**config.mk**
```make
export PLATFORM = sky130hd
export DESIGN_NAME = rcr_merge
export DESIGN_NICKNAME = d
export VERILOG_FILES = /design/src/design/rcr_pkg.sv /design/src/design/rcr_merge.sv
export SDC_FILE = /design/constraint.sdc
export NUM_CORES = 2
export LEC_CHECK = 0
export ABC_AREA = 1
export BUFFER_PORTS_ARGS = -buffer_cell sky130_fd_sc_hd__buf_2
export CORE_MARGIN = 2
export CORE_UTILIZATION = 50
export DETAILED_ROUTE_END_ITERATION = 10
export GPL_TIMING_DRIVEN = 0
export PLACE_DENSITY = 0.66
export SYNTH_ARGS = -nofsm -noshare
export SYNTH_HDL_FRONTEND = slang
export SYNTH_SLANG_ARGS = --single-unit
```
**constraint.sdc**
```tcl
create_clock -name clk -period 15 [get_ports clk]
set_clock_uncertainty 0.15 [all_clocks]
set_input_delay 0.75 -clock clk [delete_from_list [all_inputs] [get_ports clk]]
set_output_delay 0.75 -clock clk [all_outputs]
set_load 0.05 [all_outputs]
```
**src/design/rcr_pkg.sv**
```systemverilog
// Shared types, constants and the log2 table generator for the colour
// restoration block. Depends on nothing; every file but rcr_checker imports it.
`timescale 1ns / 1ps

package rcr_pkg;

  localparam int FRAC_BITS = 23;
  localparam int X_W       = 24;
  localparam int SUM_W     = 10;
  localparam int TBL_W     = 17;
  localparam int L2_W      = 22;
  localparam int LN_W      = 21;
  localparam int D_W       = 25;
  localparam int MAG_W     = 24;
  localparam int OUT_W     = 24;
  localparam int GAIN_W    = 16;
  localparam int NUM_CH    = 3;

  localparam logic [L2_W-1:0]        Q8_BIAS_Q16    = L2_W'(8 << 16);
  localparam logic [29:0]            LN2_Q30        = 30'd744261118;
  localparam logic signed [D_W-1:0]  LN_FLT_MIN_Q16 = -25'sd5723688;
  localparam logic [MAG_W-1:0]       NEG_LIMIT      = 24'd8388608;
  localparam logic [MAG_W-1:0]       POS_LIMIT      = 24'd8388607;
  localparam logic [OUT_W-1:0]       OUT_MIN        = 24'h800000;
  localparam logic [OUT_W-1:0]       OUT_MAX        = 24'h7FFFFF;

  localparam logic [GAIN_W-1:0] ALPHA_RESET = 16'd32000;
  localparam logic [GAIN_W-1:0] BETA_RESET  = 16'd11776;

  localparam logic REG_GAIN_ALPHA = 1'b0;
  localparam logic REG_GAIN_BETA  = 1'b1;

  typedef struct packed {
    logic [7:0] pixel_ch0;
    logic [7:0] pixel_ch1;
    logic [7:0] pixel_ch2;
  } pixel_t;

  typedef struct packed {
    logic signed [OUT_W-1:0] restore_ch0;
    logic signed [OUT_W-1:0] restore_ch1;
    logic signed [OUT_W-1:0] restore_ch2;
  } restore_t;

  typedef struct packed {
    logic                         valid;
    logic                         sum_zero;
    logic [LN_W-1:0]              ln_sum;
    logic [NUM_CH-1:0][LN_W-1:0]  ln_ch;
  } lane_set_t;

  // log2(1 + i / 2^bits) in Q16, found by repeated squaring of a Q30 mantissa.
  function automatic logic [TBL_W-1:0] log2_mantissa(input int i, input int bits);
    logic [63:0]      y;
    logic [TBL_W-1:0] res;
    res = '0;
    if (i >= (1 << bits)) begin
      res = TBL_W'(65536);
    end else begin
      y = (64'd1 << 30) + (64'(i) << (30 - bits));
      for (int k = 1; k <= 16; k++) begin
        y = (y * y) >> 30;
        if (y >= (64'd2 << 30)) begin
          y = y >> 1;
          res[16 - k] = 1'b1;
        end
      end
    end
    return res;
  endfunction

endpackage

```
**src/design/rcr_merge.sv**
```systemverilog
// Merging stage: takes the three channel logs and the sum log, forms the
// differences, applies the beta gain with rounding and saturates. Uses rcr_pkg.
`timescale 1ns / 1ps

module rcr_merge (
  input  logic                        clk,
  input  logic                        rst,
  input  rcr_pkg::lane_set_t          lanes,
  input  logic [rcr_pkg::GAIN_W-1:0]  gain_beta,
  output logic                        done,
  output rcr_pkg::restore_t           restore
);
  import rcr_pkg::*;

  logic signed [D_W-1:0] ln_sum_c;
  logic signed [D_W-1:0] d_c [NUM_CH];

  always_comb begin
    ln_sum_c = lanes.sum_zero ? LN_FLT_MIN_Q16 : signed'(D_W'(lanes.ln_sum));
    for (int k = 0; k < NUM_CH; k++) begin
      d_c[k] = signed'(D_W'(lanes.ln_ch[k])) - ln_sum_c;
    end
  end

  logic                v1;
  logic                v2;
  logic [NUM_CH-1:0]   neg1;
  logic [NUM_CH-1:0]   neg2;
  logic [MAG_W-1:0]    mag1 [NUM_CH];
  logic [MAG_W-1:0]    p2   [NUM_CH];
  logic [39:0]         prod_c [NUM_CH];
  logic [OUT_W-1:0]    sat_c  [NUM_CH];

  always_comb begin
    for (int k = 0; k < NUM_CH; k++) begin
      prod_c[k] = 40'(mag1[k]) * 40'(gain_beta) + (40'd1 << 15);
      if (neg2[k]) begin
        sat_c[k] = (p2[k] > NEG_LIMIT) ? OUT_MIN : (~p2[k] + 1'b1);
      end else begin
        sat_c[k] = (p2[k] > POS_LIMIT) ? OUT_MAX : p2[k];
      end
    end
  end

  always_ff @(posedge clk) begin
    if (rst) begin
      v1   <= 1'b0;
      v2   <= 1'b0;
      done <= 1'b0;
    end else begin
      v1   <= lanes.valid;
      v2   <= v1;
      done <= v2;
    end
    for (int k = 0; k < NUM_CH; k++) begin
      neg1[k] <= d_c[k][D_W-1];
      mag1[k] <= d_c[k][D_W-1] ? MAG_W'(-d_c[k]) : MAG_W'(d_c[k]);
      neg2[k] <= neg1[k];
      p2[k]   <= prod_c[k][16 +: MAG_W];
    end
    restore.restore_ch0 <= sat_c[0];
    restore.restore_ch1 <= sat_c[1];
    restore.restore_ch2 <= sat_c[2];
  end

endmodule

```
==> After elaboration in Yosys (flattened, before gate mapping) <==
Memories as Yosys holds them, arrays and structs flattened.
Index checks and enable logic that the tools add are counted.
{ "totals": {"register_bits": 81, "ramBits": 144, "input_bits": 104, "wordCells": 47, "memories": 2} }
{ "mem_list": {"columns": ["memory", "words", "word_bits", "rd", "rd_clocked_by_memory_dff", "wr", "line_no", "source"], "rows": [
  ["mag1", 3, 24, 3, 0, 3, "rcr_merge.sv:29", "logic [MAG_W-1:0] mag1 [NUM_CH];"],
  ["p2", 3, 24, 3, 0, 3, "rcr_merge.sv:30", "logic [MAG_W-1:0] p2 [NUM_CH];"]
]} }
{ "classes": {"add_sub_neg": 12, "mul": 3, "magnitude_cmp": 6, "mux": 13, "bitwise": 3} }
{ "op_table": {"columns": ["op", "n"], "rows": [
  ["2-to-1 mux 24 bit", 12],
  ["adder 40 x 16 -> 40 bit (second input constant)", 3],
  ["multiplier 24 x 16 -> 40 bit", 3],
  ["subtractor 22 x 25 -> 25 bit", 3],
  ["adder 24 x 1 -> 24 bit (second input constant)", 3],
  ["> comparator 24 x 23 -> 1 bit (second input constant)", 3],
  ["> comparator 24 bit (second input constant)", 3],
  ["negation 24 bit", 3],
  ["inverter 24 bit", 3],
  ["2-to-1 mux 25 bit", 1]
]} }

==> Longest topological paths before layout <==
{ "depth": {"word_depth": 4, "ltp_mapped": 29} }

==> Least setup slack after synthesis <==
OpenSTA, ideal clock, no wires.
{ "synth_path": {"kind": "in2reg", "from": "in gain_beta[1] (netlist name)", "to": "mem p2[2][12] (netlist: p2[0][60])", "setup_time_ns": 0.120, "arrival_time_ns": 5.975, "t_required_ns": 14.730, "path_slack_ns": 8.755, "stages": 24, "path_cell_list": "buf_2 -> clkbuf_1 -> clkbuf_1 -> nand2_1 -> fa_1 -> inv_1 -> fa_1 -> inv_1 -> fa_1 -> inv_1 -> fa_1 -> fa_1 -> inv_1 -> fa_1 -> inv_1 -> ha_1 -> nand2_1 -> nor2_1 -> inv_1 -> nor4_1 -> nand2_1 -> nand3_1 -> a21oi_1 -> xnor2_1"} }
{ "synth_lines": {"columns": ["element", "line_no", "source"], "rows": [
  ["from (decl)", "rcr_merge.sv:9", "input logic [rcr_pkg::GAIN_W-1:0] gain_beta,"],
  ["to (decl)", "rcr_merge.sv:30", null]
]} }

==> results.py <==
metrics = {
    "drt": {
        "met1Wirelength_mm": 68.03,
        "ant_nets": 0,
        "wl_per_cell_um": 18.83,
        "post-route-drc-count": 0,
        "drtIter0Drc": 3805,
        "vias": 46328,
        "first_pass_iters": 6,
        "highest_layer": "met5",
        "wl_met2_mm": 74.77,
        "vias_per_cell": 5.144,
        "wl_mm": 169.6,
        "wl_met3_mm": 16.84,
    },
    "clocking": {
        "cts_sinks": 225,
        "cts_tree": "built",
        "cts_setup_buffers": 0,
        "htreeDepth": 1,
        "cts_resized": 0,
        "insertion_delay_ns": 0.63,
        "clk_pin_slew_ns": 0.06,
        "holdBufCountCts": 0,
        "numCtsBuffers": 29,
        "cts-root-buf": "clkbuf_16",
        "cts_buffer_depth": 3,
    },
    "yosys": {
        "synthFlopType": "dfxtp_1",
        "ys_ff_latch": 225,
        "synthAdderAreaFrac_pct": 45.47,
        "syn_inst": 7400,
        "synthArstFlopShare_pct": 0,
        "synth_mux_area_share_pct": 0,
        "synth_top_family_by_area": "adder cells",
        "synthSimpleGateAreaFrac_pct": 20.71,
        "synth.top_cell.area_share_pct": 34.70,
        "synth_xor_area_share_pct": 2.726,
        "yosysUniqueCellTypes": 54,
        "synth_area_leaders": "fa_1 35%, inv_1 15%, nand2_1 15%, ha_1 11%, dfxtp_1 8.5%",
        "synth_compound_area_share_pct": 5.346,
        "netlist_area_mm2": 0.05296,
        "syn_nets": 8878,
        "synth-edff-count": 0,
        "yosys.area.top_type": "fa_1",
        "yosysWarnings": 0,
        "postSynthAreaPerCell_um2": 7.157,
        "ys_seq_area_share_pct": 8.505,
    },
    "cells_and_area": {
        "layout_common_cells": "2,111 x inv_1, 2,048 x nand2_1, 918 x fa_1",
        "fin_cells": 9006,
        "nNetsFinal": 9072,
        "drive_above_1_share_pct": 4.019,
        "layout_commonest_cell": "inv_1",
        "area_delta_synth_final_pct": 6.651,
        "design_area_mm2": 0.05648,
    },
    "min_path": {
        "whs_endpoint": "v2",
        "holdPathStages": 2,
        "hold_path_class": "input port to register",
        "hp-start": "rst",
    },
    "timing": {
        "tightest_slew_ns": 1.451,
        "period_minus_slack_ns": 7.791,
        "fmax_mhz": 128.4,
        "final_hold_viol_count": 0,
        "period_share_pct": 51.94,
        "rsz0062_at_grt": "no",
        "slew_headroom_pct": 3.282,
        "setup_viol": 0,
        "setup_tns_ns": 0,
        "final_max_slew_viol_count": 0,
    },
    "floorplanning": {
        "dieWidth_um": 329.5,
        "start_util_pct": 50.38,
        "die_h_um": 329.5,
        "io_pins": 177,
        "die-area_mm2": 0.1085,
        "core_area_mm2": 0.1051,
        "core.rowCount": 119,
    },
    "grt": {
        "antenna_found_initial": 9,
        "grt_overflow": 0,
        "grt_pass1_vias": 46871,
        "grt_pass1_wl_mm": 264.8,
        "grtUsageTotal_pct": 32.04,
        "grt_max_degree": 15,
    },
    "worst_setup_path": {
        "worst-r2r-cell-count": 22,
        "end_kind": "register",
        "cp.required_ns": 15.34,
        "worst_ep_arrival_time_ns": 8.13,
        "r2r_end": "p2[0][65]",
        "r2r_slack_ns": 8.02,
        "critical_path_class": "input port to register",
        "r2r-start": "mag1[0][57]",
        "critPathLaunchType": "input port",
        "critPathMaxFanout": 10,
    },
    "placement": {
        "detailed_place.area_mm2": 0.05550,
        "gp_congestion": 1.007,
        "portBuffers": 160,
        "hpwl_mm": 144.0,
        "place_inst": 8951,
    },
    "status": {
        "status": "finished, final reports clean",
    },
    "job": {
        "maxCapViolCount": 0,
    },
}
==> per-stage QoR <==
stage	utilization [%]	setup slack (ns)	hold WS, ns
final	53.73	7.209	0.1738
after floorplan	-	8.755	0.1596
after CTS	53.69	7.576	0.1392
after detailed placement	52.80	6.925	0.2610
after global placement	52.80	6.968	0.2442
after global routing	53.73	7.034	0.1614
==> layout make-up <==
| type | instances | area [µm²] |
|---|---|---|
| repair buffers | 163 | 842.1 |
| diodes | 2 | 5.005 |
| inverters | 2126 | 7980 |
| multi-input cells | 4756 | 39330 |
| flip-flops and latches | 225 | 4504 |
| clock buffers | 37 | 785.8 |
| plain buffers | 293 | 1150 |
| well taps | 1391 | 1740 |
| clock inverters | 13 | 146.4 |
| fillers | 10585 | 48640 |
==> worst max-delay path by stage <==
stage,cells after the start,slack (ns),to,from
6_report,24,7.21,p2[0][42],gain_beta[1]
5_1_grt,24,7.03,p2[0][42],gain_beta[1]
4_1_cts,22,7.58,p2[0][70],gain_beta[8]
3_5_place_dp,22,6.92,p2[0][70],gain_beta[8]
3_3_place_gp,23,6.97,p2[0][47],gain_beta[1]
2_1_floorplan,24,8.76,p2[0][60],gain_beta[1]
==> cell families after synthesis <==
logic type | after synthesis
AND/OR/NAND/NOR | 2731
buffers and inverters | 2419
adder cells (fa/ha/maj) | 1374
AO/OA/AOI/OAI | 487
flip-flops | 225
XOR/XNOR | 164
==> state kept, by name, indices dropped and copies added (netlist names) <==
name     count
done         1
mag1        72
neg1         3
neg2         3
p2          72
restore     72
v1           1
v2           1
==> critical path: stages <==
cell and delay (ns):
buf_2 0.41, clkbuf_1 0.91, buf_1 0.72, nand2_1 0.17, fa_1 0.58, inv_1 0.06
fa_1 0.52, inv_1 0.05, fa_1 0.49, inv_1 0.05, fa_1 0.55, fa_1 0.54
inv_1 0.06, fa_1 0.50, inv_1 0.06, ha_1 0.36, a21oi_1 0.17, inv_1 0.07
a31oi_1 0.25, o21ai_0 0.17, a211oi_1 0.40, nand2_1 0.11, nand2_1 0.07, nand2_1 0.07
==> metal layers <==
metal | track usage (%) | vias to the layer above
li1 | - | 21691
met1 | 41.63 | 22230
met2 | 50.88 | 1954
met3 | 6.666 | 447
met4 | 15.83 | 6
met5 | 0 | -
==> synthesized netlist by cell type, types with 8 or more instances <==
| library cell | number |
|---|---|
| inv_1 | 2111 |
| nand2_1 | 2048 |
| fa_1 | 918 |
| ha_1 | 456 |
| nor2_1 | 336 |
| clkbuf_1 | 274 |
| dfxtp_1 | 225 |
| nand3_1 | 179 |
| a21oi_1 | 157 |
| o21ai_0 | 157 |
| xor2_1 | 119 |
| nand4_1 | 46 |
| xnor2_1 | 44 |
| a31oi_1 | 43 |
| nor3_1 | 40 |
| a21o_1 | 24 |
| o21ai_1 | 24 |
| o21ai_2 | 17 |
| nand3b_1 | 16 |
| inv_2 | 15 |
| nor2_2 | 14 |
| o21a_1 | 14 |
| o21bai_1 | 14 |
| nand2_2 | 12 |
| nor4_1 | 11 |
| o211ai_1 | 9 |
| o221ai_1 | 9 |
| buf_1 | 8 |
Power is left out: the tool's default activity adds up to more than one toggle a clock period on the data nets, which glitch-free logic cannot reach.
